<file path="config.mk">
export PLATFORM = sky130hd
export DESIGN_NAME = dmsp_ctrl
export DESIGN_NICKNAME = d
export VERILOG_FILES = /design/src/hw/rtl/dmsp_pkg.sv /design/src/hw/rtl/dmsp_ctrl.sv
export SDC_FILE = /design/constraint.sdc
export NUM_CORES = 1
export LEC_CHECK = 0
export ABC_AREA = 1
export BUFFER_PORTS_ARGS = -buffer_cell sky130_fd_sc_hd__buf_2
export CORE_ASPECT_RATIO = 0.6
export CORE_MARGIN = 8
export CORE_UTILIZATION = 33
export CTS_BUF_LIST = sky130_fd_sc_hd__clkbuf_16
export DETAILED_ROUTE_END_ITERATION = 8
export GPL_TIMING_DRIVEN = 1
export SKIP_LAST_GASP = 1
export SYNTH_ARGS = -nofsm -noshare
export SYNTH_HDL_FRONTEND = slang
export SYNTH_SLANG_ARGS = --single-unit
</file>
<file path="constraint.sdc">
create_clock -name clk -period 3.2 [get_ports clk]
set_input_delay 0.64 -clock clk [delete_from_list [all_inputs] [get_ports clk]]
set_output_delay 0.64 -clock clk [all_outputs]
set_load 0.01 [all_outputs]
</file>
<file path="src/hw/rtl/dmsp_pkg.sv">
// ============================================================================
// dmsp_pkg: shared definitions for the matrix shortest path engine
// Widths, register codes, controller states and the command and status
// structures that pass between the controller and the datapath.
// ============================================================================
`timescale 1ns / 1ps
`default_nettype none

package dmsp_pkg;

    localparam int MAX_NODES     = 64;
    localparam int NODE_BITS     = 6;
    localparam int COUNT_BITS    = 7;
    localparam int WEIGHT_BITS   = 16;
    localparam int DIST_BITS     = 24;
    localparam int ROUND_BITS    = 16;
    localparam int MAT_ADDR_BITS = 2 * NODE_BITS;
    localparam int MAT_DEPTH     = MAX_NODES * MAX_NODES;
    localparam int S_DATA_BITS   = 32;
    localparam int M_DATA_BITS   = 40;
    localparam int APB_ADDR_BITS = 3;
    localparam int APB_DATA_BITS = 32;

    localparam logic [DIST_BITS-1:0]     DIST_MAX      = {DIST_BITS{1'b1}};
    localparam logic [MAT_ADDR_BITS-1:0] MAT_LAST_ADDR = {MAT_ADDR_BITS{1'b1}};

    localparam logic [COUNT_BITS-1:0] NODE_COUNT_RESET  = 7'd64;
    localparam logic [ROUND_BITS-1:0] ROUND_LIMIT_RESET = 16'd64;

    // Register word index (address bit 2).
    localparam logic REG_NODE_COUNT  = 1'b0;
    localparam logic REG_ROUND_LIMIT = 1'b1;

    // Item operation codes.
    localparam logic OPN_WRITE_LINK = 1'b0;
    localparam logic OPN_RUN        = 1'b1;

    typedef enum logic [3:0] {
        ST_CLEAR,
        ST_IDLE,
        ST_INIT,
        ST_ROUND,
        ST_SEL_SCAN,
        ST_SEL_DONE,
        ST_SEL_APPLY,
        ST_FETCH,
        ST_FETCH_WAIT,
        ST_RELAX,
        ST_RELAX_DRAIN,
        ST_OUT_READ,
        ST_OUT_LOAD
    } state_t;

    // Operation issued together with a node table read; acted on together with the registered read data.
    typedef enum logic [2:0] {
        OP_NONE,
        OP_SEL,
        OP_FETCH,
        OP_RELAX,
        OP_OUT
    } dp_op_t;

    typedef struct packed {
        dp_op_t                   op;
        logic [NODE_BITS-1:0]     idx;
        logic                     init;
        logic                     sel_clear;
        logic                     sel_apply;
        logic                     link_wr;
        logic                     clr_wr;
        logic [MAT_ADDR_BITS-1:0] clr_addr;
    } dp_cmd_t;

    typedef struct packed {
        logic target;
        logic out_busy;
    } dp_status_t;

    typedef struct packed {
        logic [NODE_BITS-1:0]  n_last;
        logic [ROUND_BITS-1:0] round_limit;
    } cfg_t;

endpackage

`default_nettype wire

</file>
<file path="src/hw/rtl/dmsp_ctrl.sv">
// ============================================================================
// dmsp_ctrl: sequencing state machine
// Steps through matrix clearing, link writes, search rounds and result output.
// ============================================================================
`timescale 1ns / 1ps
`default_nettype none

module dmsp_ctrl
(
    input  wire logic                 clk,
    input  wire logic                 rst_n,
    input  wire logic                 s_tvalid,
    input  wire logic                 s_tuser,
    output logic                      s_tready,
    input  wire dmsp_pkg::cfg_t       cfg,
    input  wire dmsp_pkg::dp_status_t status,
    output dmsp_pkg::dp_cmd_t         cmd
);

    dmsp_pkg::state_t                   state_reg, state_next;
    logic [dmsp_pkg::NODE_BITS-1:0]     idx_reg, idx_next;
    logic [dmsp_pkg::ROUND_BITS-1:0]    round_reg, round_next;
    logic [dmsp_pkg::MAT_ADDR_BITS-1:0] clr_reg, clr_next;

    always_ff @(posedge clk or negedge rst_n)
    begin
        if (!rst_n)
        begin
            state_reg <= dmsp_pkg::ST_CLEAR;
            idx_reg   <= '0;
            round_reg <= '0;
            clr_reg   <= '0;
        end
        else
        begin
            state_reg <= state_next;
            idx_reg   <= idx_next;
            round_reg <= round_next;
            clr_reg   <= clr_next;
        end
    end

    // Next state and counters.
    always_comb
    begin
        state_next = state_reg;
        idx_next   = idx_reg;
        round_next = round_reg;
        clr_next   = clr_reg;
        case (state_reg)
            dmsp_pkg::ST_CLEAR:
            begin
                clr_next = clr_reg + 1'b1;
                if (clr_reg == dmsp_pkg::MAT_LAST_ADDR)
                begin
                    state_next = dmsp_pkg::ST_IDLE;
                end
            end
            dmsp_pkg::ST_IDLE:
            begin
                if (s_tvalid && (s_tuser == dmsp_pkg::OPN_RUN))
                begin
                    state_next = dmsp_pkg::ST_INIT;
                end
            end
            dmsp_pkg::ST_INIT:
            begin
                round_next = '0;
                state_next = dmsp_pkg::ST_ROUND;
            end
            dmsp_pkg::ST_ROUND:
            begin
                if (status.target || (round_reg == cfg.round_limit))
                begin
                    idx_next   = '0;
                    state_next = dmsp_pkg::ST_OUT_READ;
                end
                else
                begin
                    idx_next   = cfg.n_last;
                    state_next = dmsp_pkg::ST_SEL_SCAN;
                end
            end
            dmsp_pkg::ST_SEL_SCAN:
            begin
                if (idx_reg == '0)
                begin
                    state_next = dmsp_pkg::ST_SEL_DONE;
                end
                else
                begin
                    idx_next = idx_reg - 1'b1;
                end
            end
            dmsp_pkg::ST_SEL_DONE:
            begin
                state_next = dmsp_pkg::ST_SEL_APPLY;
            end
            dmsp_pkg::ST_SEL_APPLY:
            begin
                state_next = dmsp_pkg::ST_FETCH;
            end
            dmsp_pkg::ST_FETCH:
            begin
                state_next = dmsp_pkg::ST_FETCH_WAIT;
            end
            dmsp_pkg::ST_FETCH_WAIT:
            begin
                idx_next   = '0;
                state_next = dmsp_pkg::ST_RELAX;
            end
            dmsp_pkg::ST_RELAX:
            begin
                if (idx_reg == cfg.n_last)
                begin
                    state_next = dmsp_pkg::ST_RELAX_DRAIN;
                end
                else
                begin
                    idx_next = idx_reg + 1'b1;
                end
            end
            dmsp_pkg::ST_RELAX_DRAIN:
            begin
                round_next = round_reg + 1'b1;
                state_next = dmsp_pkg::ST_ROUND;
            end
            dmsp_pkg::ST_OUT_READ:
            begin
                if (!status.out_busy)
                begin
                    state_next = dmsp_pkg::ST_OUT_LOAD;
                end
            end
            dmsp_pkg::ST_OUT_LOAD:
            begin
                if (idx_reg == cfg.n_last)
                begin
                    state_next = dmsp_pkg::ST_IDLE;
                end
                else
                begin
                    idx_next   = idx_reg + 1'b1;
                    state_next = dmsp_pkg::ST_OUT_READ;
                end
            end
            default:
            begin
                state_next = dmsp_pkg::ST_IDLE;
            end
        endcase
    end

    // Commands to the datapath.
    always_comb
    begin
        cmd           = '0;
        cmd.op        = dmsp_pkg::OP_NONE;
        cmd.idx       = idx_reg;
        cmd.clr_addr  = clr_reg;
        s_tready      = 1'b0;
        case (state_reg)
            dmsp_pkg::ST_CLEAR:
            begin
                cmd.clr_wr = 1'b1;
            end
            dmsp_pkg::ST_IDLE:
            begin
                s_tready    = 1'b1;
                cmd.link_wr = s_tvalid && (s_tuser == dmsp_pkg::OPN_WRITE_LINK);
            end
            dmsp_pkg::ST_INIT:
            begin
                cmd.init = 1'b1;
            end
            dmsp_pkg::ST_ROUND:
            begin
                cmd.sel_clear = 1'b1;
            end
            dmsp_pkg::ST_SEL_SCAN:
            begin
                cmd.op = dmsp_pkg::OP_SEL;
            end
            dmsp_pkg::ST_SEL_APPLY:
            begin
                cmd.sel_apply = 1'b1;
            end
            dmsp_pkg::ST_FETCH:
            begin
                cmd.op = dmsp_pkg::OP_FETCH;
            end
            dmsp_pkg::ST_RELAX:
            begin
                cmd.op = dmsp_pkg::OP_RELAX;
            end
            dmsp_pkg::ST_OUT_READ:
            begin
                if (!status.out_busy)
                begin
                    cmd.op = dmsp_pkg::OP_OUT;
                end
            end
            default:
            begin
                cmd.op = dmsp_pkg::OP_NONE;
            end
        endcase
    end

endmodule

`default_nettype wire

</file>
## Word-level counts from Yosys, hierarchy flattened

Cells that the tools add are included.

- Flip-flop bits (word level): 38
- Output and inout bits: 27

- Bitwise gates (word level): 1
- Muxes and demuxes: 21
- Add/sub/neg operators: 4
- Equality and inequality tests: 22
- Reductions and logical operators: 11

Operators by type and width:

| cell | number |
|---|---|
| 4-bit case mux with 12 select lines | 1 |
| 16-bit case mux with 2 select lines | 1 |
| 4-bit 2-to-1 mux | 7 |
| 6-bit case mux with 4 select lines | 1 |
| 4-bit == test, second input constant | 5 |
| 6-bit 2-to-1 mux | 3 |
| 16-bit by 1-bit adder with 16-bit output, second input constant | 1 |
| 16-bit == test | 1 |
| 4-bit by 3-bit == test with 1-bit output, second input constant | 4 |
| 2-bit inequality test, second input constant | 7 |
| 12-bit by 1-bit adder with 12-bit output, second input constant | 1 |
| 12-bit == test, second input constant | 1 |
| 3-bit case mux with 4 select lines | 1 |
| 4-bit by 2-bit == test with 1-bit output, second input constant | 2 |
| 6-bit by 1-bit adder with 6-bit output, second input constant | 1 |
| 6-bit == test | 1 |
| 6-bit logical NOT | 1 |
| 1-bit 2-to-1 mux | 6 |
| 6-bit by 1-bit subtractor with 6-bit output, second input constant | 1 |
| 5-bit AND reduction | 1 |
| 4-bit by 1-bit == test with 1-bit output, second input constant | 1 |
| 4-bit logical NOT | 1 |
| 4-bit nonzero test | 1 |
| 2-bit OR reduction | 2 |
| other kinds (6) | 7 |

## Depth between registers and ports, before layout

- Depth in word-level cells: 4
- Gate-level depth with buffers: 16
- Mapped depth without buffers: 16

## Least setup slack after synthesis

Ideal clock, no wire load.

- Path kind: flip-flop to output port
- Start: reg state_reg[3]
- End: out cmd[13] (netlist bit)
- Buffers on the path: 0
- Path slack: 1.216 ns
- Arrival time: 1.344 ns
- Required time: 2.560 ns
- Cell stages (with the launch flop): 6
- Path through: dfrtp_1 -> nor2_2 -> inv_2 -> nor3_1 -> nand2_1 -> nor2_1

RTL lines:

| element | RTL line | text |
|---|---|---|
| start, declared | dmsp_ctrl.sv:20 | `dmsp_pkg::state_t state_reg, state_next;` |
| start signal, assigned | dmsp_ctrl.sv:29 | `state_reg <= dmsp_pkg::ST_CLEAR;` |
| start signal, assigned | dmsp_ctrl.sv:36 | `state_reg <= state_next;` |
| end, declared | dmsp_ctrl.sv:17 | `output dmsp_pkg::dp_cmd_t cmd` |

==> reports/metrics.cfg <==
[critical_path]
start_kind=flop
path_class=flop to output port
crit_required_ns=2.56
arrival_ns=1.71
endpoint_kind=output port
cp_slowest_cell=dfrtp_1
critPathMaxStageDelay_ns=0.46
worstPathMaxFanout=5
crit_chain=nor2_2, inv_2, nor3_1, nand2_1, nor2_1, buf_2

[sta]
setup_viol=0
hold-worst-slack_ns=0.478
setup_ws_ns=0.851
clock_skew_ns=0.00500
fin_tns_setup_ns=0
tightest_slew_ns=0.887
relSlewSlack_pct=40.9
hold_viol_final=0
slew_viol_final=0
fmax_mhz=426
timing.final.crit_period_ns=2.35
rsz0062_at_grt=no
finalCritPeriodShare_pct=73.4

[cells_and_area]
fin_cells=563
drive_gt1_share_pct=20.8
largest_register_ffs=16
postLayoutCoreUtil_pct=39.9
postLayoutCellArea_sq_um=3320
syn2layout_area_growth_pct=20.2
diodes=0
nets=483

[synthesis]
synth_nets=424
synth-seq-cells=38
synth_cell_types=31
synth.avg_cell_area_sq_um=7.07
netlist_area_sq_um=2760
postSynthCellCount=391
ys_warn_count=0
ys_seq_area_share_pct=34.4

[die]
io_pins=55
die_area_sq_um=11700
die_h_um=86.9
std_cell_rows=26
core_area_sq_um=8330
initial_core_util_pct=33.2
die_width_um=134

[routing]
firstDrtPassIters=4
drc_errors=0
ant_nets=0
wl_um=7340
viasPerCell=4.71
vias=2654
wl_per_cell_um=13.0
drt_iter0_drc=187

[global_routing]
grt_pass1_vias=2625
grt_antenna_before_repair=0
grt_pass1_wl_um=12600
gr-usage-all-layers_pct=13.3
grt_max_degree=39
grt_overflow=0

[place]
port_buffers=54
dp.cells=555
dp_slack_ns=1.11
dpl.hpwl_um=5830
place.gp.congestion=0.901
post_dp_cell_area_sq_um=3160

[clock_network]
cts_tree=yes
cts_setup_buffers=0
insertion_delay_ns=0.28
cts_sinks=38
numCtsBuffers=5
ctsHoldBuffers=0
cts_buffer_depth=2
h-tree-depth=2
clk_pin_slew_worst_paths_ns=0.06
cts_root_buffer=clkbuf_16
ctsResizeCount=0

[power]
peakVddDrop_mv=0.317
power.leakage_nw=1.68
p_per_area_nw_per_um2=748
p_total_mw=2.49

[flow_run]
cap_violations=0

[hold_path]
hp-class=input pin to asynchronous set/reset pin

[status]
status=completed

Yosys cell counts:
| library cell | number | area, sq um |
|---|---|---|
| nor3_1 | 8 | 40.0 |
| nand3_1 | 29 | 145 |
| dfrtp_1 | 38 | 951 |
| nor2_2 | 5 | 31.3 |
| nand2_4 | 5 | 56.3 |
| xnor2_1 | 6 | 52.6 |
| o21ai_0 | 17 | 85.1 |
| nand2_1 | 97 | 364 |
| o21ai_1 | 2 | 10.0 |
| nor3_2 | 2 | 20.0 |
| o211ai_1 | 1 | 7.51 |
| buf_6 | 1 | 11.3 |
| ha_1 | 5 | 62.6 |
| nor2_1 | 46 | 173 |
| a31oi_2 | 1 | 12.5 |
| a21boi_1 | 1 | 7.51 |
| inv_2 | 6 | 22.5 |
| o22ai_2 | 1 | 12.5 |
| or3_1 | 1 | 6.26 |
| nor2_4 | 10 | 113 |
| xor2_1 | 18 | 158 |
| nand3b_1 | 2 | 15.0 |
| or2_2 | 2 | 12.5 |
| inv_1 | 55 | 206 |
| nand2_2 | 2 | 12.5 |
| nand4_1 | 8 | 50.1 |
| a31oi_1 | 3 | 18.8 |
| o22ai_1 | 2 | 12.5 |
| clkbuf_1 | 1 | 3.75 |
| o32ai_1 | 3 | 26.3 |
| a21oi_1 | 13 | 65.1 |
power by group:
part	internal (mW)	switching (mW)	leakage, nW
logic	0.431	0.742	1.09
registers	0.591	0.169	0.502
clock network	0.362	0.190	0.0864
final cells by class:
class                           instances  area [sq um]
Sequential cell                        38           951
Clock buffer                            5           125
Inverter                               61           229
Fill cell                             903          5010
Tap cell                              112           140
Multi-Input combinational cell        290          1570
Clock inverter                          3          37.5
Timing Repair Buffer                   54           270
routing by layer:
metal | up-vias | global-route usage, % | part of all wire [%]
met2 | 64 | 19.8 | 42
met1 | 1216 | 18.4 | 51
met5 | - | 0 | 0
met4 | 0 | 3.65 | 0.89
met3 | 7 | 3.69 | 6.6
li1 | 1367 | - | -
cell families after synthesis:
logic type | synth area share (%)
compound gates | 9.33
simple gates | 37.6
flops | 34.4
xor+xnor | 7.61
fa+ha+maj | 2.26
buf+inv | 8.83
cell usage in the layout, fill, tap and decap left out, types with 3 or more instances in the layout:
cell / n
nor2_4: 10
nand4_1: 8
xor2_1: 18
nor2_2: 5
o21ai_0: 17
nor2_1: 46
ha_1: 5
nand2_4: 5
nor3_1: 8
clkbuf_16: 5
nand3_1: 29
inv_2: 6
o32ai_1: 3
nand2_1: 97
a21oi_1: 13
buf_2: 54
xnor2_1: 6
dfrtp_1: 38
inv_1: 57
a31oi_1: 3
worst max-delay path, delay by kind of cell, from the launching register on:
| family | cells | cell delay, ns |
|---|---|---|
| buffers and inverters | 2 | 0.22 |
| DFF | 1 | 0.46 |
| and+or+nand+nor | 4 | 0.75 |
path summary, 6_finish.rpt:
path	slack (ns)	cells after the start	start	endpoint
max	0.85	6	state_reg[3]	cmd[13]
min in group clk	0.51	1	clr_reg[11]	clr_reg[11]
min reg2reg	0.51	1	clr_reg[11]	clr_reg[11]
max in group asynchronous	2.16	1	rst_n	idx_reg[1]
min	0.48	1	rst_n	round_reg[13]
max reg2reg	1.10	12	state_reg[1]	idx_reg[5]
(Power assumes the default switching activity.)
