==> config.mk <==
export PLATFORM = sky130hd
export DESIGN_NAME = dmsp_regs
export DESIGN_NICKNAME = d
export VERILOG_FILES = /design/src/hw/rtl/dmsp_pkg.sv /design/src/hw/rtl/dmsp_regs.sv
export SDC_FILE = /design/constraint.sdc
export NUM_CORES = 1
export LEC_CHECK = 0
export BUFFER_PORTS_ARGS = -buffer_cell sky130_fd_sc_hd__clkbuf_2
export CAP_MARGIN = 5
export CORE_MARGIN = 5
export CORE_UTILIZATION = 44
export DETAILED_ROUTE_END_ITERATION = 8
export HOLD_SLACK_MARGIN = 0.03
export MAX_ROUTING_LAYER = met4
export PLACE_DENSITY = 0.95
export SLEW_MARGIN = 20
export SYNTH_ARGS = -nofsm -noshare
export SYNTH_HDL_FRONTEND = slang
export SYNTH_SLANG_ARGS = --single-unit
==> constraint.sdc <==
create_clock -name clk -period 3.6 [get_ports clk]
set_clock_uncertainty 0.1 [all_clocks]
set_input_delay 0.18 -clock clk [delete_from_list [all_inputs] [get_ports clk]]
set_output_delay 0.18 -clock clk [all_outputs]
set_load 0.01 [all_outputs]
==> src/hw/rtl/dmsp_pkg.sv <==
// ============================================================================
// dmsp_pkg: shared definitions for the matrix shortest path engine
// Widths, register codes, controller states and the command and status
// structures that pass between the controller and the datapath.
// ============================================================================
`timescale 1ns / 1ps
`default_nettype none

package dmsp_pkg;

    localparam int MAX_NODES     = 64;
    localparam int NODE_BITS     = 6;
    localparam int COUNT_BITS    = 7;
    localparam int WEIGHT_BITS   = 16;
    localparam int DIST_BITS     = 24;
    localparam int ROUND_BITS    = 16;
    localparam int MAT_ADDR_BITS = 2 * NODE_BITS;
    localparam int MAT_DEPTH     = MAX_NODES * MAX_NODES;
    localparam int S_DATA_BITS   = 32;
    localparam int M_DATA_BITS   = 40;
    localparam int APB_ADDR_BITS = 3;
    localparam int APB_DATA_BITS = 32;

    localparam logic [DIST_BITS-1:0]     DIST_MAX      = {DIST_BITS{1'b1}};
    localparam logic [MAT_ADDR_BITS-1:0] MAT_LAST_ADDR = {MAT_ADDR_BITS{1'b1}};

    localparam logic [COUNT_BITS-1:0] NODE_COUNT_RESET  = 7'd64;
    localparam logic [ROUND_BITS-1:0] ROUND_LIMIT_RESET = 16'd64;

    // Register word index (address bit 2).
    localparam logic REG_NODE_COUNT  = 1'b0;
    localparam logic REG_ROUND_LIMIT = 1'b1;

    // Item operation codes.
    localparam logic OPN_WRITE_LINK = 1'b0;
    localparam logic OPN_RUN        = 1'b1;

    typedef enum logic [3:0] {
        ST_CLEAR,
        ST_IDLE,
        ST_INIT,
        ST_ROUND,
        ST_SEL_SCAN,
        ST_SEL_DONE,
        ST_SEL_APPLY,
        ST_FETCH,
        ST_FETCH_WAIT,
        ST_RELAX,
        ST_RELAX_DRAIN,
        ST_OUT_READ,
        ST_OUT_LOAD
    } state_t;

    // Operation issued together with a node table read; acted on together with the registered read data.
    typedef enum logic [2:0] {
        OP_NONE,
        OP_SEL,
        OP_FETCH,
        OP_RELAX,
        OP_OUT
    } dp_op_t;

    typedef struct packed {
        dp_op_t                   op;
        logic [NODE_BITS-1:0]     idx;
        logic                     init;
        logic                     sel_clear;
        logic                     sel_apply;
        logic                     link_wr;
        logic                     clr_wr;
        logic [MAT_ADDR_BITS-1:0] clr_addr;
    } dp_cmd_t;

    typedef struct packed {
        logic target;
        logic out_busy;
    } dp_status_t;

    typedef struct packed {
        logic [NODE_BITS-1:0]  n_last;
        logic [ROUND_BITS-1:0] round_limit;
    } cfg_t;

endpackage

`default_nettype wire

==> src/hw/rtl/dmsp_regs.sv <==
// ============================================================================
// dmsp_regs: configuration registers
// Holds the node count and the round limit behind a simple APB slave.
// ============================================================================
`timescale 1ns / 1ps
`default_nettype none

module dmsp_regs
(
    input  wire logic                                  clk,
    input  wire logic                                  rst_n,
    input  wire logic                                  psel,
    input  wire logic                                  penable,
    input  wire logic                                  pwrite,
    input  wire logic                                  paddr_word,
    input  wire logic [dmsp_pkg::APB_DATA_BITS-1:0]    pwdata,
    output logic      [dmsp_pkg::APB_DATA_BITS-1:0]    prdata,
    output logic                                       pready,
    output dmsp_pkg::cfg_t                             cfg
);

    logic [dmsp_pkg::COUNT_BITS-1:0] node_count_reg;
    logic [dmsp_pkg::ROUND_BITS-1:0] round_limit_reg;
    logic                            wr_en;

    assign pready = 1'b1;
    assign wr_en  = psel & penable & pwrite & pready;

    always_ff @(posedge clk or negedge rst_n)
    begin
        if (!rst_n)
        begin
            node_count_reg  <= dmsp_pkg::NODE_COUNT_RESET;
            round_limit_reg <= dmsp_pkg::ROUND_LIMIT_RESET;
        end
        else if (wr_en)
        begin
            if (paddr_word == dmsp_pkg::REG_NODE_COUNT)
            begin
                node_count_reg <= pwdata[dmsp_pkg::COUNT_BITS-1:0];
            end
            else
            begin
                round_limit_reg <= pwdata[dmsp_pkg::ROUND_BITS-1:0];
            end
        end
    end

    always_comb
    begin
        if (paddr_word == dmsp_pkg::REG_NODE_COUNT)
        begin
            prdata = {{(dmsp_pkg::APB_DATA_BITS-dmsp_pkg::COUNT_BITS){1'b0}}, node_count_reg};
        end
        else
        begin
            prdata = {{(dmsp_pkg::APB_DATA_BITS-dmsp_pkg::ROUND_BITS){1'b0}}, round_limit_reg};
        end
    end

    // Node count clamped to 2..64, expressed as the index of the last node.
    always_comb
    begin
        if (node_count_reg < 7'd2)
        begin
            cfg.n_last = 6'd1;
        end
        else if (node_count_reg > 7'(dmsp_pkg::MAX_NODES))
        begin
            cfg.n_last = 6'(dmsp_pkg::MAX_NODES - 1);
        end
        else
        begin
            cfg.n_last = 6'(node_count_reg - 7'd1);
        end
        cfg.round_limit = round_limit_reg;
    end

endmodule

`default_nettype wire

Word-level counts from Yosys, hierarchy flattened. Cells that the tools add are included.

Register bits after elaboration: 23. Input bits: 38. Logic and storage cells: 13.

Add/sub/neg operators: 1. Magnitude comparators: 2. Multiplexer cells: 3. Bitwise operators: 3. Reduce and logical (&&, ||, !) cells: 2.

Operators by type and width (count): $mux W16 (1); $mux W6 (2); $gt A7 B7 Y1 const B (1); $lt A7 B2 Y1 const B (1); $sub A6 B1 Y6 const B (1); $reduce_and A2 Y1 (2); $and A1 B1 Y1 (2); $not A1 Y1 (1).

Longest topological paths before layout. Gate-level depths: netlist of the first run.

Depth after elaboration: 3. Mapped depth: 5.

Worst setup path after synthesis of the first run. OpenSTA, ideal clock, no wires.

Path kind: reg2out. From: reg node_count_reg[1] (netlist name). To: out cfg[20] (netlist name). Arrival time: 1386 ps. Data required time: 3320 ps. Slack: 1934 ps. Cell stages (with the launch flop): 5. Buffers on the path: 0. Path through: dfrtp_1 > inv_1 > ha_1 > or3b_1 > o311a_2.

RTL lines: start: declaration (line dmsp_regs.sv:22) `logic [dmsp_pkg::COUNT_BITS-1:0] node_count_reg;`; start signal: assignment (line dmsp_regs.sv:33) `node_count_reg <= dmsp_pkg::NODE_COUNT_RESET;`; start signal: assignment (line dmsp_regs.sv:40) `node_count_reg <= pwdata[dmsp_pkg::COUNT_BITS-1:0];`; end: declaration (line dmsp_regs.sv:19) `output dmsp_pkg::cfg_t cfg`.

==> results by group, run 1 <==
Timing
  – Final Setup Violations: 0
  – Fin crit period: 2.21 ns
  – Worst rel slew slack: 62.1%
  – Final TNS setup: 0 ns
  – Fmax: 452 MHz
  – RSZ-0062 raised after global routing: no
  – Final Max Tran Viols: 0
  – Fin. Hold Viols: 0
  – Worst-Margin Slew: 0.567 ns
  – Final period util: 61.4%

Clock network
  – Clk Latency, worst-skew pair: 0.30 ns
  – TritonCTS clock tree: yes
  – TritonCTS Buffers: 3
  – Resized Gates After CTS: 0
  – Clock sinks: 23
  – Postcts setup bufs: 0
  – CTS Hold Buffers Added: 15
  – Root Buffer: clkbuf_4
  – CTS clk-pin slew, worst paths: 0.11 ns
  – Htree depth: 1
  – Clk buf depth: 2

Synth
  – EDFF count, synth: 0
  – FFs w/ async S/R, synth: 100%
  – Sequential area share after synthesis: 43.7%
  – Predominant post-synthesis flop cell: dfrtp_1
  – Library cells used by synthesis: 33
  – Number of synthesized register bits: 23
  – Synthesized cell area: 1320 um^2
  – Cells after Synth: 117
  – Synthesized area per cell: 11.3 um^2
  – Total number of yosys warnings: 0

Global routing
  – Remaining Overflow, GRT: 0
  – First-pass GRT wire length: 5140 um
  – Largest net degree at the start of global routing: 24
  – Number of global-route vias before repair: 1111
  – Initial antenna violation count: 0
  – Total GRT Usage: 16.1%

Routing
  – Final WL: 3120 um
  – First-pass iteration count of the detailed router: 4
  – Drc violations: 0
  – Vias: 1081
  – WL/cell: 14.0 um
  – Vias/cell: 4.87
  – Detailed Route Iter0 Violations: 20
  – Routed Antenna Nets: 0

Die
  – Die area: 4210 um^2
  – Initial cell density of the core: 44.5%
  – Die Wd: 64.9 um
  – Core Box Area: 2980 um^2
  – Row count: 20
  – Ports: 93
  – Die Y: 64.9 um

Power
  – Total net switching power: 0.299 mW
  – Leakage: 0.886 nW
  – Internal Pwr Total: 0.540 mW
  – Peak supply drop: 0.330 mV
  – Sequential group share of total power: 45.4%
  – Pwr dens: 480 nW/um^2
  – Clock group share of total power: 13.6%
  – Sw frac: 35.6%
  – Comb pwr share: 41.0%

Worst setup path
  – WP data required: 3.32 ns
  – Worst setup SP type: flip-flop
  – CP endpoint kind: output pin
  – Worst path max stage delay: 0.43 ns
  – WP data arrival: 1.93 ns
  – Critical path type: reg -> out
  – Crit-path cells: inv_1, ha_1, or3b_1, o311a_2, clkbuf_2
  – CP bufs+invs: 2
  – Crit-path slowest cell: dfrtp_1
  – CP top delay family: flip-flops
  – Crit path max fanout: 5

Final layout
  – Area delta synth->final: 32.0%
  – Final nets: 229
  – Fin area: 1750 um^2
  – Most frequent cells in the layout: clkbuf_2 (59), mux2_2 (27), dfrtp_1 (21)
  – Most frequent standard cell in the layout excluding fill and tap cells: clkbuf_2
  – Diode count: 0
  – Layout cells sized above 1: 50.8%
  – Flip-flop count of the largest register after layout: 16
  – Fillers: 258

Placed design
  – DP Area: 1570 um^2
  – Port Buffers: 59
  – Dpl hpwl: 2240 um
  – RePlAce Congestion: 0.798

Min path
  – Worst Hold Class: in -> reg

Outcome
  – Status: complete, no violations

Run
  – Max-cap violations: 0
==> per-stage QoR <==
stage,hold slack [ns],instances,utilization (%),total power [mW],worst slack (ns)
global route,0.0331,222,58.7,0.902,1.28
detailed placement,0.0907,203,52.8,0.719,1.71
CTS,0.0312,222,58.7,0.845,1.36
floorplan,-0.216,132,-,0.590,1.93
finish,0.0347,222,58.7,0.839,1.39
global placement,0.0995,203,52.8,0.706,1.74
==> path summary, 6_finish.rpt <==
check                      slack [ns]                  end  cells past startpoint                start
min reg2reg                      0.44  round_limit_reg[13]                      1  round_limit_reg[13]
min in group asynchronous        0.29   round_limit_reg[9]                      2                rst_n
min                              0.03   round_limit_reg[1]                      2            pwdata[1]
max reg2reg                      2.60    node_count_reg[3]                      1    node_count_reg[3]
max                              1.39              cfg[20]                      5    node_count_reg[1]
max in group asynchronous        2.74    node_count_reg[6]                      2                rst_n
==> final cells by class <==
class / instances / area, um^2 / share of cell area, %
well taps: 33 / 41.3 / 2.36
multi-input cells: 84 / 642 / 36.7
repair buffers: 74 / 445 / 25.5
clock buffers: 4 / 26.3 / 1.50
flip-flops and latches: 23 / 578 / 33.1
inverters: 4 / 15.0 / 0.859
==> cells by family after synthesis <==
| logic type | count (synthesis) | share of synthesized area (%) |
|---|---|---|
| AND/OR/NAND/NOR | 28 | 13.7 |
| multiplexers | 27 | 23.0 |
| buffers and inverters | 25 | 12.1 |
| flip-flops | 23 | 43.7 |
| AO/OA/AOI/OAI | 10 | 5.39 |
| other | 2 | 0.567 |
| adder cells (fa/ha/maj) | 1 | 0.945 |
| XOR/XNOR | 1 | 0.662 |
==> cell usage after synthesis (2+ instances only) <==
cell / n / area (um^2)
mux2_2: 27 / 304
dfrtp_1: 21 / 526
buf_4: 17 / 128
and2_1: 9 / 56.3
inv_1: 4 / 15.0
nand2_1: 4 / 15.0
nor2_1: 4 / 15.0
o21ai_0: 3 / 15.0
buf_2: 2 / 10.0
conb_1: 2 / 7.51
dfstp_2: 2 / 52.6
==> power groups by stage <==
stage | Clock [mW] | Sequential [mW] | Combinational (mW)
3_3_place_gp | 0 | 0.381 | 0.325
3_5_place_dp | 0 | 0.385 | 0.333
4_1_cts | 0.118 | 0.380 | 0.347
5_1_grt | 0.130 | 0.392 | 0.380
2_1_floorplan | 0 | 0.388 | 0.201
6_report | 0.114 | 0.381 | 0.344
==> per-layer routing <==
metal / part of all wire, % / GRT usage, % / routed length, um / up-vias
li1: - / - / - / 519
met1: 41 / 19.1 / 1290 / 504
met2: 50 / 28.0 / 1550 / 56
met3: 8.5 / 2.25 / 265 / 2
met4: 0.58 / 5.54 / 18 / 0
met5: 0 / - / 0 / -
Note: power is estimated with default switching activity, not from simulation.
==> run 2: changes to the inputs <==
--- a/config.mk
+++ b/config.mk
@@ -8,11 +8,11 @@
 export BUFFER_PORTS_ARGS = -buffer_cell sky130_fd_sc_hd__clkbuf_2
 export CAP_MARGIN = 5
 export CORE_MARGIN = 5
-export CORE_UTILIZATION = 44
+export CORE_UTILIZATION = 41
 export DETAILED_ROUTE_END_ITERATION = 8
 export HOLD_SLACK_MARGIN = 0.03
 export MAX_ROUTING_LAYER = met4
-export PLACE_DENSITY = 0.95
+export PLACE_DENSITY = 0.92
 export SLEW_MARGIN = 20
 export SYNTH_ARGS = -nofsm -noshare
 export SYNTH_HDL_FRONTEND = slang
==> constraint.sdc (replaced) <==
create_clock -name clk -period 2.2 [get_ports clk]
set_clock_uncertainty 0.1 [all_clocks]
set_input_delay 0.11 -clock clk [delete_from_list [all_inputs] [get_ports clk]]
set_output_delay 0.11 -clock clk [all_outputs]
set_load 0.01 [all_outputs]
==> run 2 against run 1 <==
- hold slack gained 0.19 ns
- clock power grew 62%
- clock-buffer cell count is the same
- die area grew 6.2%
- register-to-register slack lost 1.4 ns
- first-iteration DRC count grew 60%
- final area grew 2.5%
- largest power group unchanged
- critical endpoint unchanged
- sequential power grew 64%
- utilization shrank 0.49 points
- global-route usage grew 0.16 points
- setup slack lost 1.3 ns
- critical path depth is the same
==> results by group, run 2 (synthesis gave the netlist of run 1 again) <==
Outcome
  – Status: complete, no violations

Timing
  – Worst-Margin Slew: 0.562 ns (-0.00520 ns)
  – RSZ-0062 raised after global routing: no
  – Final period util: 94.7%
  – Hold slack: 0.225 ns (+0.190 ns)
  – Final Setup Violations: 0 (unchanged)
  – Fin crit period: 2.08 ns
  – Fmax: 480 MHz
  – Final TNS setup: 0 ns (unchanged)
  – Worst rel slew slack: 62.4% (+0.35 points)
  – Final Max Tran Viols: 0 (unchanged)
  – Fin. Hold Viols: 0 (unchanged)

Placed design
  – Dpl hpwl: 2250 um (+0.10%)
  – DP Area: 1590 um^2 (+0.88%)
  – RePlAce Congestion: 0.750 (-6.1%)
  – Port Buffers: 59 (unchanged)

Clock network
  – Htree depth: 1 (unchanged)
  – TritonCTS Buffers: 3 (unchanged)
  – CTS clk-pin slew, worst paths: 0.11 ns (about the same)
  – Root Buffer: clkbuf_4
  – Clk Latency, worst-skew pair: 0.30 ns (about the same)
  – Clk buf depth: 2 (unchanged)
  – Clock sinks: 23 (unchanged)
  – TritonCTS clock tree: yes

Min path
  – Worst Hold Class: in -> async

Worst setup path
  – WP data required: 1.99 ns (-1.33 ns)
  – Flop2flop setup slack: 1.18 ns (-1.42 ns)
  – RR Endpoint: node_count_reg[1]
  – Crit path max fanout: 4 (-1)
  – Critical path type: reg -> out
  – CP endpoint kind: output pin
  – RR Startpoint: node_count_reg[1]
  – End of the critical path: cfg[20]
  – Crit path from: node_count_reg[0]
  – Worst setup SP type: flip-flop
  – WP data arrival: 1.87 ns (-0.06 ns)
  – R2R depth: 2 (+1)

Die
  – Die Y: 66.8 um (+3.0%)
  – Row count: 20 (unchanged)
  – Die area: 4460 um^2 (+6.2%)
  – Die Wd: 66.8 um (+3.0%)
  – Core Box Area: 3080 um^2 (+3.4%)
  – Initial cell density of the core: 43.0% (-1.4 points)
  – Ports: 93 (unchanged)

Global routing
  – Remaining Overflow, GRT: 0 (unchanged)
  – Largest net degree at the start of global routing: 24 (unchanged)
  – Initial antenna violation count: 0 (unchanged)
  – Number of global-route vias before repair: 1155 (+4.0%)
  – First-pass GRT wire length: 5400 um (+5.1%)
  – Total GRT Usage: 16.3% (+0.16 points)

Final layout
  – Fin area: 1790 um^2 (+2.5%)
  – Most frequent cells in the layout: clkbuf_2 (59), mux2_2 (27), dfrtp_1 (21)
  – Diode count: 0 (unchanged)
  – Area delta synth->final: 35.3%
  – Fillers: 274 (+6.2%)
  – Flip-flop count of the largest register after layout: 16 (unchanged)
  – Final nets: 232 (+1.3%)
  – Layout cells sized above 1: 52.1% (+1.3 points)
  – Most frequent standard cell in the layout excluding fill and tap cells: clkbuf_2

Power
  – Total power: 1.39 mW (+66%)
  – Peak supply drop: 0.434 mV (+31%)
  – Leakage: 0.896 nW (+1.1%)
  – Pwr dens: 778 nW/um^2 (+62%)

Routing
  – Vias/cell: 4.65 (-4.5%)
  – Detailed Route Iter0 Violations: 32 (+60%)
  – WL/cell: 13.9 um (-0.83%)
  – Vias: 1098 (+1.6%)
  – Routed Antenna Nets: 0 (unchanged)
  – Final WL: 3290 um (+5.4%)
  – Drc violations: 0 (unchanged)
  – First-pass iteration count of the detailed router: 4 (unchanged)

Run
  – Max-cap violations: 0 (unchanged)
-- run 2: changes by cell type in the layout (fill, tap and decap cells not counted), sizes merged --
cell         change
dlygate4sd3      +2
buf              +1
-- run 2: report_power, final --
part	internal (mW)	switching [mW]	total (mW)
Clock	0.0705	0.115	0.185
Combinational	0.301	0.284	0.585
Sequential	0.522	0.102	0.624
-- run 2: final cells by class --
cell class,instances,area [um^2],share of cell area (%)
Multi-Input combinational cell,84,644,36.0
Sequential cell,23,578,32.3
Timing Repair Buffer,77,473,26.4
Tap cell,44,55.1,3.07
Clock buffer,4,26.3,1.47
Inverter,4,15.0,0.838
-- run 2: how the worst min path moves through the flow --
stage / to / slack [ns] / cells after the start
3_5_place_dp: round_limit_reg[8] / 0.03 / 1
5_1_grt: round_limit_reg[9] / 0.26 / 2
4_1_cts: round_limit_reg[8] / 0.23 / 2
2_1_floorplan: node_count_reg[0] / -0.29 / 0
6_report: round_limit_reg[9] / 0.23 / 2
3_3_place_gp: round_limit_reg[13] / 0.03 / 1
-- run 2: per-layer routing --
metal / global-route usage (%) / part of all wire (%)
met5: - / 0
met2: 26.7 / 47
met1: 20.3 / 42
met4: 4.57 / 0.49
met3: 3.37 / 10
-- run 2: timing repair --
action / in CTS / in global routing
buffers inserted: 0 / 1
hold buffers: 17 / 0
hold endpoints to repair: 44 / 0
setup endpoints to repair: 0 / 1
gates resized for setup: 0 / 3
-- run 2: worst max-delay path: stages (launching register included) --
cell	delay, ns
dfrtp_1	0.43
inv_2	0.09
ha_2	0.19
or3b_1	0.37
o311a_2	0.35
clkbuf_2	0.13
-- run 2: stage by stage --
stage / std cells / util (%) / setup slack (ns)
2_1_floorplan: 132 / - / 0.604
3_3_place_gp: 214 / 51.5 / 0.412
3_5_place_dp: 214 / 51.5 / 0.389
4_1_cts: 235 / 57.9 / 0.0333
5_1_grt: 236 / 58.2 / 0.0115
6_report: 236 / 58.2 / 0.118
